**src/ktil_pkg.sv**
```systemverilog
// Shared types and codes for the keyed table.
`timescale 1ns / 1ps

package ktil_pkg;

  localparam int unsigned Capacity = 64;
  localparam int unsigned KeyW     = 240;
  localparam int unsigned ValW     = 88;
  localparam int unsigned StatusW  = 3;

  localparam logic [StatusW-1:0] StInserted = 3'd0;
  localparam logic [StatusW-1:0] StUpdated  = 3'd1;
  localparam logic [StatusW-1:0] StFull     = 3'd2;
  localparam logic [StatusW-1:0] StHit      = 3'd3;
  localparam logic [StatusW-1:0] StMiss     = 3'd4;

  typedef struct packed {
    logic [ValW-1:0] value;
    logic [KeyW-1:0] key;
  } entry_t;

  typedef struct packed {
    logic [StatusW-1:0] status;
    logic [ValW-1:0]    value;
  } res_t;

endpackage

```
**src/ktil_ctrl.sv**
```systemverilog
// Search sequencer: walks stored entries through one key comparator.
`timescale 1ns / 1ps

module ktil_ctrl #(
  parameter int unsigned CAPACITY = ktil_pkg::Capacity,
  parameter int unsigned AddrW    = (CAPACITY > 1) ? $clog2(CAPACITY) : 1,
  parameter int unsigned CntW     = $clog2(CAPACITY + 1)
) (
  input  logic             clk_i,
  input  logic             rst_ni,
  input  logic             start_i,
  input  logic             lookup_i,
  input  ktil_pkg::entry_t item_i,
  output logic             idle_o,
  output logic             done_o,
  output ktil_pkg::res_t   res_o,
  input  logic             res_take_i,
  output logic             we_o,
  output logic [AddrW-1:0] waddr_o,
  output ktil_pkg::entry_t wdata_o,
  output logic             re_o,
  output logic [AddrW-1:0] raddr_o,
  input  ktil_pkg::entry_t rdata_i
);

  localparam logic [1:0] SIdle = 2'd0;
  localparam logic [1:0] SScan = 2'd1;
  localparam logic [1:0] SDone = 2'd2;

  logic [1:0]       state_q, state_d;
  logic [CntW-1:0]  idx_q, idx_d;
  logic [CntW-1:0]  cnt_q, cnt_d;
  logic             rvalid_q, rvalid_d;
  logic [AddrW-1:0] rptr_q;
  logic             lookup_q;
  ktil_pkg::entry_t item_q;
  ktil_pkg::res_t   res_q, res_d;
  logic             issue, match, finish;

  assign issue = idx_q < cnt_q;
  assign match = rvalid_q && (rdata_i.key == item_q.key);

  always_comb begin
    state_d  = state_q;
    idx_d    = idx_q;
    cnt_d    = cnt_q;
    rvalid_d = 1'b0;
    res_d    = res_q;
    finish   = 1'b0;
    we_o     = 1'b0;
    waddr_o  = rptr_q;
    re_o     = 1'b0;
    case (state_q)
      SIdle: begin
        if (start_i) begin
          idx_d   = '0;
          state_d = SScan;
        end
      end
      SScan: begin
        if (match) begin
          finish = 1'b1;
          if (lookup_q) begin
            res_d.status = ktil_pkg::StHit;
            res_d.value  = rdata_i.value;
          end else begin
            we_o         = 1'b1;
            res_d.status = ktil_pkg::StUpdated;
            res_d.value  = '0;
          end
        end else if (!issue && !rvalid_q) begin
          finish      = 1'b1;
          res_d.value = '0;
          if (lookup_q) begin
            res_d.status = ktil_pkg::StMiss;
          end else if (cnt_q == CntW'(CAPACITY)) begin
            res_d.status = ktil_pkg::StFull;
          end else begin
            we_o         = 1'b1;
            waddr_o      = cnt_q[AddrW-1:0];
            cnt_d        = cnt_q + 1'b1;
            res_d.status = ktil_pkg::StInserted;
          end
        end
        if (finish) begin
          state_d = SDone;
        end else if (issue) begin
          re_o     = 1'b1;
          rvalid_d = 1'b1;
          idx_d    = idx_q + 1'b1;
        end
      end
      SDone: begin
        if (res_take_i) begin
          state_d = SIdle;
        end
      end
      default: begin
        state_d = SIdle;
      end
    endcase
  end

  always_ff @(posedge clk_i or negedge rst_ni) begin
    if (!rst_ni) begin
      state_q  <= SIdle;
      idx_q    <= '0;
      cnt_q    <= '0;
      rvalid_q <= 1'b0;
    end else begin
      state_q  <= state_d;
      idx_q    <= idx_d;
      cnt_q    <= cnt_d;
      rvalid_q <= rvalid_d;
    end
  end

  always_ff @(posedge clk_i) begin
    res_q <= res_d;
    if (re_o) begin
      rptr_q <= idx_q[AddrW-1:0];
    end
    if (start_i && state_q == SIdle) begin
      item_q   <= item_i;
      lookup_q <= lookup_i;
    end
  end

  assign raddr_o = idx_q[AddrW-1:0];
  assign wdata_o = item_q;
  assign idle_o  = state_q == SIdle;
  assign done_o  = state_q == SDone;
  assign res_o   = res_q;

endmodule

```
**config.mk**
```make
export PLATFORM = sky130hd
export DESIGN_NAME = ktil_ctrl
export DESIGN_NICKNAME = d
export VERILOG_FILES = /design/src/ktil_pkg.sv /design/src/ktil_ctrl.sv
export SDC_FILE = /design/constraint.sdc
export NUM_CORES = 1
export LEC_CHECK = 0
export BUFFER_PORTS_ARGS = -buffer_cell sky130_fd_sc_hd__buf_2
export CORE_AREA = 8 8 422 424
export CTS_CLUSTER_DIAMETER = 80
export DETAILED_ROUTE_END_ITERATION = 12
export DIE_AREA = 0 0 430 432
export SETUP_SLACK_MARGIN = 0.15
export SYNTH_ARGS = -nofsm -noshare
export SYNTH_HDL_FRONTEND = slang
export SYNTH_SLANG_ARGS = --single-unit
```
**constraint.sdc**
```tcl
create_clock -name clk_i -period 10.13 [get_ports clk_i]
set_input_delay 1.013 -clock clk_i [delete_from_list [all_inputs] [get_ports clk_i]]
set_output_delay 1.013 -clock clk_i [all_outputs]
set_load 0.02 [all_outputs]
```
==> flow_summary.ini, run 1 <==
[global_routing]
busiest_layer = met2
grt_pass1_vias = 15700
track_usage_pct = 14.8
met2_usage_pct = 28.4
antenna_found_initial = 87
grt_overflow = 0
use_met1_pct = 14.0
grt_pass1_wl_mm = 177
grt_max_degree = 93
grtUsageMet3_pct = 7.10

[route]
drt_first_iter_violations = 1570
vias = 15500
wl_per_cell_um = 32.0
drt_wl_total_mm = 146
drt-pass1-iter-count = 6
ant_nets = 0
drc = 0
routed_via_density = 3.41

[synth]
synth_area_leaders = edfxtp_1, xor2_1, and3_1, xnor2_1, dfrtp_1
yosysWarningCount = 0
synth_edf_count = 426
synthDistinctLibCells = 51
seq_area_frac_synth_pct = 74.8
synth_top_area_cell = edfxtp_1
ys_async_sr_fraction_pct = 3.84
avgSynthCellArea_um2 = 16.0
ys_seq_elements = 443
syn_nets = 1775
synth_area_um2 = 17700
syn-instance-count = 1105
synth_top_area_share_pct = 72.4
ys.flop_type = edfxtp_1

[timing]
setup_viol = 0
finalCritPeriodShare_pct = 67.1
rsz0062_at_grt = false
hold_viol_final = 0
worstMarginPinSlew_ns = 1.21
fin_ws_ns = 3.33
timing.setup.tns_ns = 0
slew_headroom_pct = 19.2
min_period_ns = 6.80
drv_slew = 0
clock_skew_ns = 0.0969
fmax_ghz = 0.147

[clocking]
cts_setup_buffers = 0
holdBufCountCts = 0
ctsResizeCount = 0
cts_root_buffer = clkbuf_16
clock_path_buffers = 3
cts_tree = yes
clk_pin_slew_ns = 0.06
htreeDepth = 2
clock_sinks = 443
numCtsBuffers = 61
clock_latency_ns = 0.73

[placed_design]
gp_congestion = 0.928
numPortBuffers = 1095
dpl_worst_slack_ns = 2.57
dp_hpwl_mm = 129
placed_cell_area_um2 = 26000
dp.cells = 4423

[layout]
stdcell_count = 4557
nets = 2923
register_area_um2 = 13200
multi_input_area_um2 = 4010
final_common_cell = buf_2
mostFrequentLayoutCells = buf_2, edfxtp_1, inv_1
post-route-cell-area_um2 = 28100
fillers = 18900
final_layout_size_suffix_gt1_share_pct = 53.6
syn_to_final_growth_pct = 59.1

[setup_path]
critical_path_required_ns = 9.12
critPathLaunchType = flip-flop
reg2reg_slack_ns = 3.51
r2r_end = res_o[20]
critical_path_class = flip-flop to output port
ff2ff_path_depth = 10
end_kind = output port
arrival_ns = 5.79
timing.critical_path.fanout_max = 18
worstReg2RegStart = wdata_o[129]

[floorplanning]
dieArea_um2 = 186000
rows = 152
die_y_um = 432
fp.coreArea_um2 = 171000
fp.dieW_um = 430
ioPinCount = 1096
start_util_pct = 10.3

[run]
maxCapViolations = 0

[pwr]
p_per_area_nw_per_um2 = 255
fin_total_pwr_w = 0.00717
cellLeakagePower_nw = 11.8
max-vdd-ir-drop_uv = 149

[min_path]
hp-class = input port to asynchronous set/reset pin

[run_status]
status = finished, final reports clean
## cell usage after synthesis (all sizes together), types with 5 or more instances
| cell type | n |
|---|---|
| nand4 | 26 |
| nor3 | 5 |
| a2111oi | 12 |
| dfrtp | 17 |
| nand2b | 26 |
| a22o | 10 |
| nand3 | 8 |
| a2111o | 6 |
| o22ai | 29 |
| inv | 97 |
| a221o | 9 |
| buf | 10 |
| edfxtp | 426 |
| o2bb2ai | 5 |
| clkbuf | 20 |
| xnor2 | 60 |
| nor2 | 7 |
| nand2 | 16 |
| nor2b | 50 |
| o2111ai | 8 |
| o31ai | 5 |
| and3 | 89 |
| nor4 | 33 |
| a21oi | 5 |
| xor2 | 80 |
| ha | 9 |
## routing by layer
| layer | up-vias | routed length (um) |
|---|---|---|
| li1 | 6522 | - |
| met1 | 7743 | 44300 |
| met2 | 990 | 80100 |
| met3 | 253 | 17500 |
| met4 | 36 | 3730 |
| met5 | - | 255 |
## layout make-up
type / instances / area share (%)
diodes: 23 / 0.205
clock buffers: 71 / 5.79
well taps: 2233 / 9.94
flip-flops and latches: 443 / 47.0
clock inverters: 40 / 1.46
inverters: 97 / 1.32
multi-input cells: 535 / 14.2
repair buffers: 1115 / 20.0
## power breakdown
group,internal [W],switching (W),total [W]
Clock,0.00125,0.000956,0.00220
Sequential,0.00257,0.000299,0.00287
Combinational,0.000534,0.00157,0.00210
## how the worst max path moves through the flow
stage                      start        end  slack [ns]  depth (start not counted)
floorplan                start_i   lookup_q        1.93                          2
global placement    rdata_i[129]   res_o[1]        2.67                         11
detailed placement  rdata_i[129]  res_o[25]        2.57                         11
CTS                 wdata_o[129]       re_o        2.85                         10
global route        wdata_o[129]       re_o        2.94                         10
finish              wdata_o[129]       re_o        3.33                         10
## stage by stage
stage	utilization, %	hold slack, ns
floorplan	-	0.466
global placement	15.2	0.494
detailed placement	15.2	0.494
CTS	16.4	0.151
global route	16.4	0.195
finish	16.4	0.234
## flip-flops by register name (all words and copies together), names as in the netlist
name	cells
res_o	91
wdata_o	328
state_q	2
lookup_q	1
rvalid_q	1
cnt_q	7
rptr_q	6
idx_q	7
## kinds of logic after synthesis
logic type | synth area share [%]
flops | 74.8
simple gates | 9.32
xor+xnor | 6.94
buf+inv | 3.02
compound gates | 4.98
fa+ha+maj | 0.637
mux | 0.304
## critical path, stage by stage (launching register included)
cell and delay, ns:
edfxtp_1 0.63, nor2b_1 0.28, a2111oi_2 1.10, nand4_1 0.55, nor3_1 0.56, nand4_1 0.35
nor4_4 0.41, buf_4 0.31, or3_1 0.34, inv_1 0.25, buf_2 0.23
Power figures use the tool's default switching activity.
==> inputs of run 2 (changes only) <==
--- a/config.mk
+++ b/config.mk
@@ -5,11 +5,12 @@
 export SDC_FILE = /design/constraint.sdc
 export NUM_CORES = 1
 export LEC_CHECK = 0
+export ABC_AREA = 1
 export BUFFER_PORTS_ARGS = -buffer_cell sky130_fd_sc_hd__buf_2
-export CORE_AREA = 8 8 422 424
+export CORE_AREA = 8 8 419 421
 export CTS_CLUSTER_DIAMETER = 80
 export DETAILED_ROUTE_END_ITERATION = 12
-export DIE_AREA = 0 0 430 432
+export DIE_AREA = 0 0 427 429
 export SETUP_SLACK_MARGIN = 0.15
 export SYNTH_ARGS = -nofsm -noshare
 export SYNTH_HDL_FRONTEND = slang
==> constraint.sdc (replaced) <==
create_clock -name clk_i -period 7.1 [get_ports clk_i]
set_input_delay 0.71 -clock clk_i [delete_from_list [all_inputs] [get_ports clk_i]]
set_output_delay 0.71 -clock clk_i [all_outputs]
set_load 0.02 [all_outputs]
==> flow_summary.ini, run 2 <==
[pwr]
pwr-share-seq_pct = 39.5
p_int_w = 0.00636
switching_share_pct = 40.0
cellLeakagePower_nw = 14.4
p_comb_share_pct = 28.0
p_per_area_nw_per_um2 = 354
max-vdd-ir-drop_uv = 223
switchingPower_w = 0.00424
p_clk_share_pct = 32.5

[synth]
synth_top_area_share_pct = 66.0
ys_async_sr_fraction_pct = 3.84
seq_area_frac_synth_pct = 68.2
synth_area_um2 = 19400
ys.flop_type = edfxtp_1
syn_nets = 2627
post-synth-top-count-cell = nand2_1
ys_seq_elements = 443
synth_area_leaders = edfxtp_1, nand2_1, inv_1, nor2_1, dfrtp_1
synth_top_area_cell = edfxtp_1
synthDistinctLibCells = 29
syn-instance-count = 1957
yosysWarningCount = 0
synth_common_cells = nand2_1, inv_1, edfxtp_1
avgSynthCellArea_um2 = 9.90
synth_edf_count = 426

[clocking]
numCtsBuffers = 67
cts_setup_buffers = 0
ctsResizeCount = 0
htreeDepth = 3
cts_root_buffer = clkbuf_16
clock_sinks = 443
cts_tree = yes
clock_path_buffers = 3
clk_pin_slew_ns = 0.06
clock_latency_ns = 0.68

[floorplanning]
fp.coreArea_um2 = 169000
dieArea_um2 = 183000
fp.dieW_um = 427
rows = 151
start_util_pct = 11.5
die_y_um = 429
ioPinCount = 1096

[layout]
syn_to_final_growth_pct = 54.5
stdcell_count = 5419
mostFrequentLayoutCells = buf_2, nand2_1, inv_1
largest_reg_flops = 328
final_layout_size_suffix_gt1_share_pct = 38.8
post-route-cell-area_um2 = 29900
final_common_cell = buf_2
nets = 3785

[route]
routed_via_density = 3.53
wl_per_cell_um = 29.9
drt_wl_total_mm = 162
vias = 19100
drc = 0
drt_first_iter_violations = 1793
ant_nets = 0
drt-pass1-iter-count = 7

[setup_path]
critPathTopFamily = simple AND/OR/NAND/NOR gates
path_common_cell = nand2_1
worst_path_max_delay_cell = edfxtp_1
cpPeakStageDelay_ns = 0.53
r2r_end = res_o[84]
ff2ff_path_depth = 14
critPathLaunchType = flip-flop
worstReg2RegStart = wdata_o[39]
end_kind = output port
path_cells = nand2_1, nand2_1, nor2_1, nand2_1, nor2_1, nand2_1, nor2_1, nand2_1, nor2_2, nand2_2, o31ai_1, buf_2
arrival_ns = 3.90
critical_path_class = flip-flop to output port
cp_num_cells = 12
timing.critical_path.fanout_max = 6
path_buf_inv = 1
reg2reg_slack_ns = 2.84
critical_path_required_ns = 6.39

[timing]
slew_headroom_pct = 1.97
holdWs_ns = 0.195
hold_viol_final = 0
drv_slew = 0
worstMarginPinSlew_ns = 1.47
fmax_ghz = 0.217
timing.setup.tns_ns = 0
min_period_ns = 4.61
finalCritPeriodShare_pct = 64.9
rsz0062_at_grt = false
setup_viol = 0
clock_skew_ns = 0.0496

[min_path]
whs_path_depth = 1
hp-start = item_i[64]
hp-class = input port to flip-flop
whs_endpoint = wdata_o[64]

[placed_design]
placed_cell_area_um2 = 27600
dp.cells = 5263
gp_congestion = 1.02
numPortBuffers = 1095
dp_hpwl_mm = 144

[global_routing]
antenna_found_initial = 100
grt_overflow = 0
track_usage_pct = 16.8
grt_max_degree = 143
grt_pass1_vias = 18500
grt_pass1_wl_mm = 199

[run_status]
status = finished, final reports clean

[run]
maxCapViolations = 0
[run 2: cell count changes after synthesis, sizes merged, moves of 50 or more]
cell   previous run  this run
nand2            16       561
nor2              7       353
inv              97       436
and3             89         2
o21ai             2        80
xor2             80        10
xnor2            60         9
nor2b            50         0
[run 2: worst max path at each step]
stage | start | to | slack [ns]
floorplan | start_i | lookup_q | 0.77
global placement | rdata_i[177] | res_o[6] | 2.02
detailed placement | rdata_i[177] | res_o[84] | 2.03
CTS | wdata_o[39] | we_o | 1.95
global route | wdata_o[39] | we_o | 2.00
finish | wdata_o[39] | we_o | 2.49
[run 2: cell families after synthesis]
group | Yosys count | synth area share [%]
AOI/OAI and AO/OA | 93 | 2.45
xor gates and xnor gates | 19 | 0.859
adders and majority gates | 9 | 0.581
buffers and inverters | 452 | 8.98
DFF | 443 | 68.2
and+or+nand+nor | 941 | 18.9
[run 2: metrics by stage]
stage                     setup WS [ns]  util [%]  power [W]
after floorplan                   0.770         -    0.00541
after global placement             2.02      16.4    0.00721
after detailed placement           2.03      16.4    0.00722
after CTS                          1.95      17.7     0.0107
after global routing               2.00      17.7     0.0110
final                              2.49      17.8     0.0106
[run 2: worst register-to-register path: stages (launching register included)]
cell and delay [ns]:
edfxtp_1 0.53, nand2_1 0.13, nand2_1 0.05, nor2_1 0.48, nand2_1 0.24, nor2_1 0.23
nand2_1 0.07, nor2_1 0.11, nand2_1 0.07, nor2_2 0.28, nand2_2 0.25, nand2_1 0.15
nand2_1 0.09, clkinv_2 0.72, buf_4 0.49
[run 2: power by group through the flow]
| stage | Combinational (W) | Sequential (W) | Clock [W] |
|---|---|---|---|
| 6_report | 0.00296 | 0.00418 | 0.00345 |
| 5_1_grt | 0.00316 | 0.00422 | 0.00364 |
| 4_1_cts | 0.00302 | 0.00417 | 0.00356 |
| 3_5_place_dp | 0.00301 | 0.00421 | 0 |
| 3_3_place_gp | 0.00300 | 0.00421 | 0 |
| 2_1_floorplan | 0.000795 | 0.00462 | 0 |
[run 2: layout make-up]
cell class / count / area, um2
Timing Repair Buffer: 1105 / 5570
Clock inverter: 39 / 474
Multi-Input combinational cell: 1062 / 4420
Fill cell: 19100 / 139000
Antenna cell: 36 / 90.1
Clock buffer: 80 / 1760
Sequential cell: 443 / 13200
Tap cell: 2218 / 2780
Inverter: 436 / 1640
[run 2: per-layer routing]
metal,track usage (%),part of all wire (%),up-vias
li1,-,-,8434
met1,19.7,38,9238
met3,6.14,10,270
met4,6.09,3.5,18
met5,0,0.064,-
met2,28.0,48,1157
[run 2: what timing repair did]
| action | 4_1_cts | 5_1_grt |
|---|---|---|
| hold buffers | 1 | 0 |
| endpoints found under the hold margin | 17 | 0 |
| setup endpoints to repair | 0 | 0 |
